==> src/tls_pkg.sv <==
`timescale 1ns / 1ps
`default_nettype none
// ----------------------------------------------------------------------------
// tls_pkg
// Shared constants, tables and types for the tilt levelling servo.
// ----------------------------------------------------------------------------
package tls_pkg;

    localparam int SAMPLE_BITS_DEF = 16;
    localparam int WINDOW_DEF      = 10;
    localparam int SAMPLE_BITS_MAX = 24;

    localparam int LIMIT_W   = 23;
    localparam int GAIN_W    = 20;
    localparam int CFG_W     = 23;
    localparam int CFG_IDX_W = 2;

    localparam logic [CFG_IDX_W-1:0] CFG_SAT_LIMIT  = CFG_IDX_W'(0);
    localparam logic [CFG_IDX_W-1:0] CFG_GAIN_SCALE = CFG_IDX_W'(1);

    localparam logic [LIMIT_W-1:0] LIMIT_RST = LIMIT_W'(1000000);
    localparam logic [GAIN_W-1:0]  GAIN_RST  = GAIN_W'(100000);

    localparam int OUT_W = 24;
    localparam int ANG_W = 24;
    localparam int ARC_W = 23;
    localparam logic [ARC_W-1:0] RIGHT_ANGLE = ARC_W'(5898240);

    // magnitudes handed to the arctangent unit, sized for the widest sample
    localparam int NUM_W   = SAMPLE_BITS_MAX + 12;
    localparam int SQ_W    = 62;
    localparam int ROOT_W  = 31;
    localparam int MUL_W   = 32;
    localparam int PROD_W  = 2 * MUL_W;

    localparam int CORDIC_STEPS = 23;
    localparam int STEP_W       = 5;
    localparam int MIX_TERMS    = 13;
    localparam int TERM_W       = 4;
    localparam int COEF_W       = 12;
    localparam int SRC_W        = 4;

    typedef enum logic [1:0] {
        AX_X,
        AX_Y,
        AX_Z
    } t_axis;

    typedef struct packed {
        logic [SRC_W-1:0]         src;
        t_axis                    dst;
        logic signed [COEF_W-1:0] coef;
    } t_mix_term;

    typedef struct packed {
        logic             start;
        logic [NUM_W-1:0] num;
        logic [NUM_W-1:0] den;
    } t_atan_req;

    typedef struct packed {
        logic             done;
        logic [ARC_W-1:0] angle;
    } t_atan_rsp;

    typedef struct packed {
        logic            start;
        logic [SQ_W-1:0] val;
    } t_root_req;

    typedef struct packed {
        logic              done;
        logic [ROOT_W-1:0] root;
    } t_root_rsp;

    // atan(2^-i) in 1/65536 degree
    function automatic logic [ARC_W-1:0] arc_step(input logic [STEP_W-1:0] i);
        logic [ARC_W-1:0] t;
        case (i)
            5'd0:  t = ARC_W'(2949120);
            5'd1:  t = ARC_W'(1740967);
            5'd2:  t = ARC_W'(919879);
            5'd3:  t = ARC_W'(466945);
            5'd4:  t = ARC_W'(234379);
            5'd5:  t = ARC_W'(117304);
            5'd6:  t = ARC_W'(58666);
            5'd7:  t = ARC_W'(29335);
            5'd8:  t = ARC_W'(14668);
            5'd9:  t = ARC_W'(7334);
            5'd10: t = ARC_W'(3667);
            5'd11: t = ARC_W'(1833);
            5'd12: t = ARC_W'(917);
            5'd13: t = ARC_W'(458);
            5'd14: t = ARC_W'(229);
            5'd15: t = ARC_W'(115);
            5'd16: t = ARC_W'(57);
            5'd17: t = ARC_W'(29);
            5'd18: t = ARC_W'(14);
            5'd19: t = ARC_W'(7);
            5'd20: t = ARC_W'(4);
            5'd21: t = ARC_W'(2);
            5'd22: t = ARC_W'(1);
            default: t = '0;
        endcase
        return t;
    endfunction

    // 120-degree mixing terms; samples ordered a0x a0y a0z a1x .. a2z
    function automatic t_mix_term mix_term(input logic [TERM_W-1:0] k);
        t_mix_term m;
        case (k)
            4'd0:  m = '{src: 4'd0, dst: AX_X, coef: -12'sd500};
            4'd1:  m = '{src: 4'd1, dst: AX_X, coef:  12'sd866};
            4'd2:  m = '{src: 4'd3, dst: AX_X, coef:  12'sd1000};
            4'd3:  m = '{src: 4'd6, dst: AX_X, coef: -12'sd500};
            4'd4:  m = '{src: 4'd7, dst: AX_X, coef: -12'sd866};
            4'd5:  m = '{src: 4'd0, dst: AX_Y, coef: -12'sd866};
            4'd6:  m = '{src: 4'd1, dst: AX_Y, coef: -12'sd500};
            4'd7:  m = '{src: 4'd4, dst: AX_Y, coef:  12'sd1000};
            4'd8:  m = '{src: 4'd6, dst: AX_Y, coef:  12'sd866};
            4'd9:  m = '{src: 4'd7, dst: AX_Y, coef: -12'sd500};
            4'd10: m = '{src: 4'd2, dst: AX_Z, coef: -12'sd1000};
            4'd11: m = '{src: 4'd5, dst: AX_Z, coef: -12'sd1000};
            4'd12: m = '{src: 4'd8, dst: AX_Z, coef: -12'sd1000};
            default: m = '{src: 4'd0, dst: AX_X, coef: 12'sd0};
        endcase
        return m;
    endfunction

endpackage
`default_nettype wire

==> src/tls_root.sv <==
`timescale 1ns / 1ps
`default_nettype none
// ----------------------------------------------------------------------------
// tls_root
// Bit-serial integer square root, floor result, one root bit per cycle.
// ----------------------------------------------------------------------------
module tls_root (
    input  wire                 i_clk,
    input  wire                 i_rst_n,
    input  tls_pkg::t_root_req  i_req,
    output tls_pkg::t_root_rsp  o_rsp
);
    import tls_pkg::*;

    localparam int RW    = SQ_W + 1;
    localparam int CNT_W = $clog2(ROOT_W);

    typedef enum logic {
        S_IDLE,
        S_RUN
    } t_state;

    t_state            r_state;
    logic [RW-1:0]     r_v;
    logic [RW-1:0]     r_r;
    logic [RW-1:0]     r_b;
    logic [CNT_W-1:0]  r_cnt;
    logic              r_done;
    logic [ROOT_W-1:0] r_root;

    logic [RW-1:0] n_sum;
    logic          n_take;
    logic [RW-1:0] n_r;

    always_comb begin
        n_sum  = r_r + r_b;
        n_take = (r_v >= n_sum);
        n_r    = n_take ? ((r_r >> 1) + r_b) : (r_r >> 1);
    end

    always_ff @(posedge i_clk) begin
        if (!i_rst_n) begin
            r_state <= S_IDLE;
            r_done  <= 1'b0;
        end else begin
            r_done <= 1'b0;
            case (r_state)
                S_IDLE: begin
                    if (i_req.start) begin
                        r_v     <= RW'(i_req.val);
                        r_r     <= '0;
                        r_b     <= RW'(1) << (2 * (ROOT_W - 1));
                        r_cnt   <= CNT_W'(ROOT_W - 1);
                        r_state <= S_RUN;
                    end
                end
                S_RUN: begin
                    if (n_take) begin
                        r_v <= r_v - n_sum;
                    end
                    r_r   <= n_r;
                    r_b   <= r_b >> 2;
                    r_cnt <= r_cnt - 1'b1;
                    if (r_cnt == '0) begin
                        r_root  <= ROOT_W'(n_r);
                        r_done  <= 1'b1;
                        r_state <= S_IDLE;
                    end
                end
                default: r_state <= S_IDLE;
            endcase
        end
    end

    assign o_rsp = '{done: r_done, root: r_root};

endmodule
`default_nettype wire

==> config.mk <==
export PLATFORM = sky130hd
export DESIGN_NAME = tls_root
export DESIGN_NICKNAME = d
export VERILOG_FILES = /design/src/tls_pkg.sv /design/src/tls_root.sv
export SDC_FILE = /design/constraint.sdc
export NUM_CORES = 1
export LEC_CHECK = 0
export CAP_MARGIN = 20
export CORE_MARGIN = 2
export CORE_UTILIZATION = 42
export DETAILED_ROUTE_END_ITERATION = 10
export DONT_BUFFER_PORTS = 1
export MAX_ROUTING_LAYER = met4
export PLACE_DENSITY = 0.6
export RECOVER_POWER = 100
export SLEW_MARGIN = 15
export SYNTH_ARGS = -nofsm -noshare
export SYNTH_HDL_FRONTEND = slang
export SYNTH_SLANG_ARGS = --single-unit
==> constraint.sdc <==
create_clock -name i_clk -period 10.16 [get_ports i_clk]
set_input_delay 2.032 -clock i_clk [delete_from_list [all_inputs] [get_ports i_clk]]
set_output_delay 2.032 -clock i_clk [all_outputs]
set_load 0.1 [all_outputs]
==> results of run 1 <==
placed cells by master, fill, tap and decap left out, types with 55 or more instances in the layout:
master | synthesis | layout
xnor2_1 | 63 | 63
a21oi_1 | 149 | 150
nor2_1 | 115 | 115
mux2_2 | 60 | 55
o21ai_0 | 119 | 121
xor2_1 | 89 | 89
edfxtp_1 | 193 | 193
a31oi_1 | 62 | 62
nand2_1 | 158 | 158
ha_1 | 129 | 129
sequential cells by signal, indices dropped and copies added, names as in the netlist:
signal   count
r_r         63
r_v         63
r_b         31
r_root      31
r_cnt        5
r_done       1
r_state      1
how the worst max path moves through the flow:
| stage | to | slack (ns) |
|---|---|---|
| after floorplan | r_v[0]$_DFFE_PP_ | 1.63 |
| after global placement | r_v[1]$_DFFE_PP_ | 2.90 |
| after CTS | r_v[1]$_DFFE_PP_ | 2.70 |
| after global routing | r_v[7]$_DFFE_PP_ | 1.89 |
| final | r_v[1]$_DFFE_PP_ | 2.46 |
| after detailed placement | r_v[1]$_DFFE_PP_ | 2.67 |
per-layer routing:
layer,GRT usage (%),vias up,part of all wire [%]
met1,27.8,6255,42
met5,-,-,0
met3,4.65,72,4.8
met2,41.1,333,50
met4,7.57,0,2.6
li1,-,6361,-
logic make-up (layout without fill, tap and decap cells):
logic type      count (synthesis)  after routing  synth area share [%]
buf+inv                       115             79                  3.03
fa+ha+maj                     130            130                  10.2
compound gates                532            532                  21.5
mux                            64             64                  4.49
simple gates                  521            521                  15.9
flops                         195            195                  36.6
other cells                     0              5                     0
xor+xnor                      152            152                  8.35
through the flow:
step                hold WS (ns)  instance area (um2)  total power, W  util [%]
finish                     0.609                16900         0.00305      45.1
floorplan                  0.556                16000         0.00201         -
detailed placement         0.586                16300         0.00230      43.5
global route               0.624                16900         0.00324      45.0
CTS                        0.604                17000         0.00307      45.1
global placement           0.580                16300         0.00230      43.5
Yosys cell counts (3+ instances only):
library cell and number:
edfxtp_1 193, nand2_1 158, a21oi_1 149, ha_1 129
o21ai_0 119, nor2_1 115, xor2_1 89, xnor2_1 63
a31oi_1 62, mux2_2 60, clkbuf_1 59, nand4_1 54
and2_1 49, inv_1 40, a21o_1 39, nand3_1 35
or3_1 34, o21a_1 25, nor3_1 22, o21bai_1 21
nand2b_1 14, nor2b_1 12, o31ai_1 12, a211oi_1 11
a31o_2 10, o211a_1 10, and3_1 8, nor4_1 7
o21ai_1 7, a311oi_1 6, a211oi_2 5, a21boi_0 5
buf_2 5, buf_4 4, buf_6 4, mux2i_1 4
o2111ai_1 4, o31a_1 4, a211o_1 3, a41o_1 3
and4_1 3, buf_1 3, o22ai_1 3, o311ai_0 3
final cells by class:
class	count	area [um2]	area share [%]
Antenna cell	5	12.5	0.0739
Inverter	40	151	0.894
Clock buffer	17	425	2.51
Tap cell	511	639	3.78
Multi-Input combinational cell	1399	9590	56.6
Clock inverter	14	211	1.25
Sequential cell	195	5840	34.5
Timing Repair Buffer	8	65.1	0.384
where the power goes:
part	switching (W)	total, W	leakage (nW)	internal (W)
sequential	0.0000731	0.00106	1.86	0.000990
clock	0.000359	0.000760	0.312	0.000400
combinational	0.000743	0.00123	3.98	0.000488
total	0.00118	0.00305	6.14	0.00188
==> results.cfg, run 1 <==
[cells_and_area]
nets = 1856
drive_above_1_share_pct = 6.87
fin_cells = 2189
nFillCells = 3681
synthToLayoutAreaGrowth_pct = 6.14

[floorplanning]
num_io_pins = 97
die_area_um2 = 39600
num_rows = 71
start_util_pct = 42.5
core-area_um2 = 37600
die_x_um = 199
die_h_um = 199

[sta]
rsz0062_at_grt = no
final-setup-viol-count = 0
period_share_pct = 75.8
slew_viol_final = 309
skew_ns = 0.0172
relSlewSlack_pct = -117
setup-tns-final_ns = 0
finalCriticalPeriod_ns = 7.70
worstMarginPinSlew_ns = 3.26
setup_ws_ns = 2.46
fmax_ghz = 0.130
hold_violations = 0

[critical_path]
timing.rr.end = r_v[1]$_DFFE_PP_
required_ns = 10.28
r2r_slack_ns = 2.46
crit_path_cell_trace = ha_1, nand4_1, o31a_1, o31ai_1, a31oi_1, o21a_1, nor2_1, a311oi_1, o21ai_0, a21oi_1, xor2_1, ha_1, and3_1, nand2_1, o21a_1, o31ai_1, a21oi_1, o41a_4, o31a_4, a21oi_1, buf_16, buf_4
cp_slowest_cell = a21oi_1
cp_slowest_stage_delay_ns = 0.99
cp.depth = 22
cp-startpoint = r_r[8]$_SDFFCE_PN0P_
end_kind = flip-flop
worst-r2r-cell-count = 22
start_kind = flip-flop
cp_common_cell = a21oi_1
worst-setup-path-type = flip-flop to flip-flop
r2r-start = r_r[8]$_SDFFCE_PN0P_
worstPathMaxFanout = 63
arrival_ns = 7.82
path_buf_inv = 2
cp_top_family = compound AO/OA/AOI/OAI gates

[outcome]
outcome = finished with violations
violations = max-capacitance violations, max-slew violations

[clock_tree]
post_cts.repair.setup_buffers = 0
cts_tree = built
numCtsBuffers = 17
cts.repair.resized = 0
clkLatencyLatePin_ns = 0.48
htreeDepth = 4
cts_buffer_depth = 2
clkTransAtPathRegs_ns = 0.08
cts.sinks = 195
clockRootBuffer = clkbuf_16
hold_buffers = 0

[yosys]
synth_top_area_share_pct = 36.3
synth_ff_type = edfxtp_1
syn_nets = 1904
synth_edf_count = 193
synthCells = 1709
synth_area_leader_cell = edfxtp_1
ys_ff_latch = 195
yosysWarnings = 0
async_flop_share_pct = 0
ys_types = 76
post_synth.cell_area_avg_um2 = 9.33
synth_area_um2 = 16000
synth.yosys.seq_area_share_pct = 36.6
synth_area_leaders = edfxtp_1, ha_1, xor2_1

[drt]
vias = 13000
routed_wl_um = 44900
route.detailed.drc = 0
drt-wirelength-per-cell_um = 20.5
first_iter_violations = 756
firstDrtPassIters = 5
vias_per_cell = 5.95
final_antenna_net_count = 0

[global_route]
grt_max_degree = 78
antenna_found_initial = 3
grt-ovfl-total = 0
grt_pass1_vias = 12800
grt_pass1_wl_um = 70400
track_usage_pct = 23.8

[pwr]
p_leak_nw = 6.14
p_per_area_nw_per_um2 = 180
vdd_drop_max_v = 0.000126

[worst_hold_path]
min_to = r_b[0]$_SDFFCE_PN0P_
min-delay-start = r_b[2]$_SDFFCE_PN0P_
hold_path.class = flip-flop to flip-flop
hold_depth = 1

[run]
drv_cap = 6

[place]
post-place-ws_ns = 2.67
dp.cells = 2152
dp_hpwl_um = 34000
io_buffers = 0
gp_congestion = 0.955
(Power assumes the default switching activity.)
==> run 2, diff against run 1 <==
--- a/config.mk
+++ b/config.mk
@@ -11,7 +11,7 @@
 export DETAILED_ROUTE_END_ITERATION = 10
 export DONT_BUFFER_PORTS = 1
 export MAX_ROUTING_LAYER = met4
-export PLACE_DENSITY = 0.6
+export PLACE_DENSITY = 0.63
 export RECOVER_POWER = 100
 export SLEW_MARGIN = 15
 export SYNTH_ARGS = -nofsm -noshare
==> constraint.sdc (replaced) <==
create_clock -name i_clk -period 6.4 [get_ports i_clk]
set_input_delay 1.28 -clock i_clk [delete_from_list [all_inputs] [get_ports i_clk]]
set_output_delay 1.28 -clock i_clk [all_outputs]
set_load 0.1 [all_outputs]
==> run 2 against run 1 <==
The flow still finishes with violations (max-capacitance violations, max-slew violations). First-iteration DRC count grew 21%. Maximum frequency grew 29%. Sequential cell count is the same. Register-to-register slack lost 2.0 ns. Clock skew grew 0.0061 ns. Core utilization grew 0.88 points. Power grew 59%. Critical endpoint is now r_v[58]$_DFFE_PP_. Highest routed layer unchanged.
==> results.cfg, run 2 (same netlist as run 1, synthesis figures left out) <==
[outcome]
outcome = finished with violations
violations = max-capacitance violations, max-slew violations

[cells_and_area]
synthToLayoutAreaGrowth_pct = 8.21
nets = 1890
multi_input_area_um2 = 9700
final_common_cell = edfxtp_1
stdcell_area_um2 = 17300
layout_common_cells = edfxtp_1, nand2_1, a21oi_1
regArea_um2 = 5840
largestRegisters = r_r x63, r_v x63
nFillCells = 3621
drive_above_1_share_pct = 9.37

[sta]
final-setup-viol-count = 0
rsz0062_at_grt = no
setup-tns-final_ns = 0
finalCriticalPeriod_ns = 5.99
worstMarginPinSlew_ns = 2.37
whs_ns = 0.591
relSlewSlack_pct = -58.2
slew_viol_final = 185
fmax_ghz = 0.167
period_share_pct = 93.6
skew_ns = 0.0233
hold_violations = 0

[drt]
vias = 13100
firstDrtPassIters = 5
final_antenna_net_count = 0
vias_per_cell = 5.92
routed_wl_um = 45000
drt-wirelength-per-cell_um = 20.3
route.detailed.drc = 0
first_iter_violations = 917

[clock_tree]
cts_buffer_depth = 2
cts.sinks = 195
clkLatencyLatePin_ns = 0.47
clkTransAtPathRegs_ns = 0.08
htreeDepth = 4
clockRootBuffer = clkbuf_16
cts_tree = built
numCtsBuffers = 17

[floorplanning]
core-area_um2 = 37600
start_util_pct = 42.5
num_rows = 71
num_io_pins = 97
die_h_um = 199
die_x_um = 199
die_area_um2 = 39600

[critical_path]
required_ns = 6.56
cp_slowest_stage_delay_ns = 0.54
arrival_ns = 6.15
worstPathMaxFanout = 31
worst-setup-path-type = flip-flop to flip-flop
crit_path_cell_trace = ha_1, nand4_1, o31a_1, o31ai_4, a21boi_2, o41a_1, a21bo_2, o21ba_2, nor2_1, nor2_1, xor2_1, ha_1, nand2_1, nor2_1, nand3_1, o41a_4, o31a_4, a21oi_4, buf_12, buf_6
end_kind = flip-flop
start_kind = flip-flop
cp_common_cell = nor2_1
cp_slowest_cell = o41a_4

[place]
gp_congestion = 0.959
dp_hpwl_um = 34400
postPlaceCellArea_um2 = 16700
io_buffers = 0

[pwr]
total_power_w = 0.00485
p_leak_nw = 6.29
p_per_area_nw_per_um2 = 281
vdd_drop_max_v = 0.000189

[global_route]
grt_pass1_vias = 12800
track_usage_pct = 23.6
antenna_found_initial = 3
grt_pass1_wl_um = 70000
grt_max_degree = 51
grt-ovfl-total = 0

[worst_hold_path]
hold_path.class = flip-flop to flip-flop

[run]
drv_cap = 4
run 2: worst max-delay path, delay by kind of cell, from the launching register on:
family | cells | cell delay (ns)
AO/OA/AOI/OAI | 9 | 2.94
adder cells (fa/ha/maj) | 2 | 0.82
AND/OR/NAND/NOR | 6 | 0.80
flip-flops | 1 | 0.48
buffers and inverters | 2 | 0.43
XOR/XNOR | 1 | 0.15
run 2: layer usage:
layer / up-vias / global-route usage, % / routed length, um
li1: 6449 / - / -
met1: 6279 / 28.3 / 19300
met2: 370 / 40.9 / 22800
met3: 46 / 4.24 / 2220
met4: 0 / 5.89 / 672
met5: - / - / 0
run 2: final timing paths:
kind	from	endpoint	slack, ns	cells past startpoint
setup / recovery	r_r[6]$_SDFFCE_PN0P_	r_v[58]$_DFFE_PP_	0.41	20
hold reg to reg	r_cnt[0]$_SDFFCE_PN0P_	r_cnt[0]$_SDFFCE_PN0P_	0.59	1
hold / removal	r_cnt[0]$_SDFFCE_PN0P_	r_cnt[0]$_SDFFCE_PN0P_	0.59	1
setup reg to reg	r_r[6]$_SDFFCE_PN0P_	r_v[58]$_DFFE_PP_	0.41	20
run 2: timing repair:
| item | CTS | global route |
|---|---|---|
| gates resized for setup | 0 | 12 |
| buffers inserted | 0 | 0 |
| hold buffers | 0 | 0 |
| endpoints found under the hold margin | 0 | 0 |
| setup endpoints to repair | 0 | 141 |
run 2: metrics by stage:
| step | utilization, % | setup slack (ns) | std cells |
|---|---|---|---|
| finish | 45.9 | 0.408 | 2222 |
| CTS | 46.0 | 0.247 | 2219 |
| detailed placement | 44.3 | 0.301 | 2187 |
| floorplan | - | 0.0853 | 1709 |
| global route | 45.9 | 0.00612 | 2222 |
| global placement | 44.3 | 0.302 | 2187 |
run 2: cell type report:
class | instances | area share, %
antenna | 3 | 0.0435
tap | 511 | 3.70
timing repair buffer | 42 | 1.80
inverter | 40 | 0.877
clock inverter | 15 | 1.14
clock buffer | 17 | 2.46
multi-input combinational | 1399 | 56.2
sequential | 195 | 33.8
run 2: report_power, final:
group | switching, W | total (W) | internal (W)
Sequential | 0.000108 | 0.00168 | 0.00157
Clock | 0.000556 | 0.00115 | 0.000595
Combinational | 0.00120 | 0.00202 | 0.000820
Total | 0.00186 | 0.00485 | 0.00299
==> run 3, diff against run 2 <==
--- a/config.mk
+++ b/config.mk
@@ -6,6 +6,7 @@
 export NUM_CORES = 1
 export LEC_CHECK = 0
 export CAP_MARGIN = 20
+export CORE_ASPECT_RATIO = 1.25
 export CORE_MARGIN = 2
 export CORE_UTILIZATION = 42
 export DETAILED_ROUTE_END_ITERATION = 10
==> run 3 against run 2 <==
The flow still finishes with violations (max-capacitance violations, max-slew violations). Hold slack gained 0.0015 ns. Design area shrank 1.1%. Maximum frequency is 2.0% lower. Sequential power hardly changed. Core utilization decreased by 0.24 points. Cell count is 1.8% lower. Setup slack worse by 0.12 ns. Clock power hardly changed. Largest power group unchanged. Combinational power about the same.
==> results.cfg, run 3 (same netlist as run 1, synthesis figures left out) <==
[global_route]
grt_util_met2_pct = 42.4
grt_pass1_wl_um = 68800
antenna_found_initial = 5
grt_busiest_layer = met2
grt-ovfl-total = 0
track_usage_pct = 22.9
grtUsageMet1_pct = 23.9
grt_max_degree = 66
grt_pass1_vias = 13000
grt_use_met3_pct = 2.88

[floorplanning]
num_io_pins = 97
die_area_um2 = 39600
core-area_um2 = 37400
num_rows = 79
start_util_pct = 42.7
die_x_um = 178
die_h_um = 222

[run]
drv_cap = 3

[place]
io_buffers = 0
gp_congestion = 0.960
dp_hpwl_um = 33600
post-place-ws_ns = 0.323

[cells_and_area]
drive_above_1_share_pct = 8.58
layout_common_cells = edfxtp_1, nand2_1, a21oi_1
synthToLayoutAreaGrowth_pct = 7.03
regArea_um2 = 5840
multi_input_area_um2 = 9680
nets = 1873
nFillCells = 3578
largestRegisters = r_r x63, r_v x63
final_common_cell = edfxtp_1

[sta]
setup-tns-final_ns = 0
period_share_pct = 95.5
finalCriticalPeriod_ns = 6.11
relSlewSlack_pct = -113
skew_ns = 0.0165
worstMarginPinSlew_ns = 3.20
final-setup-viol-count = 0
slew_viol_final = 138
setup_ws_ns = 0.286
fmax_ghz = 0.164
rsz0062_at_grt = no
hold_violations = 0

[drt]
vias = 13100
route.detailed.drc = 0
vias_per_cell = 5.98
first_iter_violations = 785
routed_wl_um = 44800
final_antenna_net_count = 0
firstDrtPassIters = 5
drt-wirelength-per-cell_um = 20.5

[critical_path]
crit_path_cell_trace = ha_1, nand4_1, o31a_1, o31ai_4, a21boi_1, o41a_1, a21bo_2, o21ai_0, a31o_2, a31oi_1, xor2_1, ha_1, nand3_1, nor3_1, nand3_1, o221a_2, o31ai_4, buf_12, mux2_2, and2_1
cp_slowest_stage_delay_ns = 0.49
worst-setup-path-type = flip-flop to flip-flop
end_kind = flip-flop
worstPathMaxFanout = 38
cp_slowest_cell = edfxtp_1
start_kind = flip-flop
required_ns = 6.63
arrival_ns = 6.34
r2r_slack_ns = 0.29

[pwr]
vdd_drop_max_v = 0.000262
p_per_area_nw_per_um2 = 281
p_leak_nw = 6.24

[clock_tree]
clkLatencyLatePin_ns = 0.48
cts_buffer_depth = 2
cts_tree = built
clockRootBuffer = clkbuf_16
numCtsBuffers = 17
clkTransAtPathRegs_ns = 0.08
cts.sinks = 195
htreeDepth = 4

[outcome]
violations = max-capacitance violations, max-slew violations
outcome = finished with violations

[worst_hold_path]
hold_path.class = flip-flop to flip-flop
[run 3: cell count changes in the layout (fill, tap and decap cells not counted), moves of 4 or more]
| cell | delta |
|---|---|
| buf_4 | -4 |
| and2_1 | +10 |
| clkbuf_1 | -8 |
| and2_0 | -10 |
| clkbuf_2 | -4 |
[run 3: power breakdown]
group          internal (W)  switching (W)  leakage [nW]
Clock              0.000555       0.000560         0.283
Sequential          0.00157       0.000104          1.86
Combinational      0.000804        0.00120          4.10
[run 3: timing repair]
item,4_1_cts,5_1_grt
hold buffers,0,0
endpoints found under the setup margin,0,134
resized for setup,0,9
buffers inserted,0,2
[run 3: through the flow]
stage | area (um2) | cells | util [%] | power [W] | hold slack (ns)
after global routing | 17100 | 2181 | 45.7 | 0.00508 | 0.627
after floorplan | 16000 | 1709 | - | 0.00319 | 0.556
final | 17100 | 2181 | 45.7 | 0.00480 | 0.593
after CTS | 17000 | 2173 | 45.6 | 0.00479 | 0.597
after global placement | 16500 | 2142 | 44.0 | 0.00366 | 0.583
after detailed placement | 16500 | 2142 | 44.0 | 0.00367 | 0.584
[run 3: cell type report]
type                    instances  share of cell area, %
diodes                          5                 0.0733
clock buffers                  17                   2.49
clock inverters                14                  0.989
inverters                      40                  0.887
multi-input cells            1400                   56.7
flip-flops and latches        195                   34.2
well taps                     486                   3.56
repair buffers                 24                   1.10
[run 3: path summary, 6_finish.rpt]
| kind | startpoint | endpoint | cells past startpoint |
|---|---|---|---|
| worst max-delay path | r_r[8]$_SDFFCE_PN0P_ | r_r[0]$_SDFFCE_PN0P_ | 20 |
| worst min-delay path | r_cnt[0]$_SDFFCE_PN0P_ | r_cnt[0]$_SDFFCE_PN0P_ | 1 |
| worst max register to register | r_r[8]$_SDFFCE_PN0P_ | r_r[0]$_SDFFCE_PN0P_ | 20 |
| worst min register to register | r_cnt[0]$_SDFFCE_PN0P_ | r_cnt[0]$_SDFFCE_PN0P_ | 1 |
[run 3: critical path: cells and delay by family, from the launching register on]
kind / cells / cell delay [ns]
xor gates and xnor gates: 1 / 0.17
and+or+nand+nor: 5 / 0.91
buffers and inverters: 1 / 0.26
DFF: 1 / 0.49
muxes: 1 / 0.37
AOI/OAI and AO/OA: 10 / 2.81
adders and majority gates: 2 / 0.82
[run 3: metal layers]
layer / routed length [um] / share of wire, % / vias up
met5: 0 / 0 / -
met4: 1740 / 3.9 / 0
met3: 1570 / 3.5 / 94
met2: 24000 / 54 / 333
met1: 17500 / 39 / 6242
li1: - / - / 6383
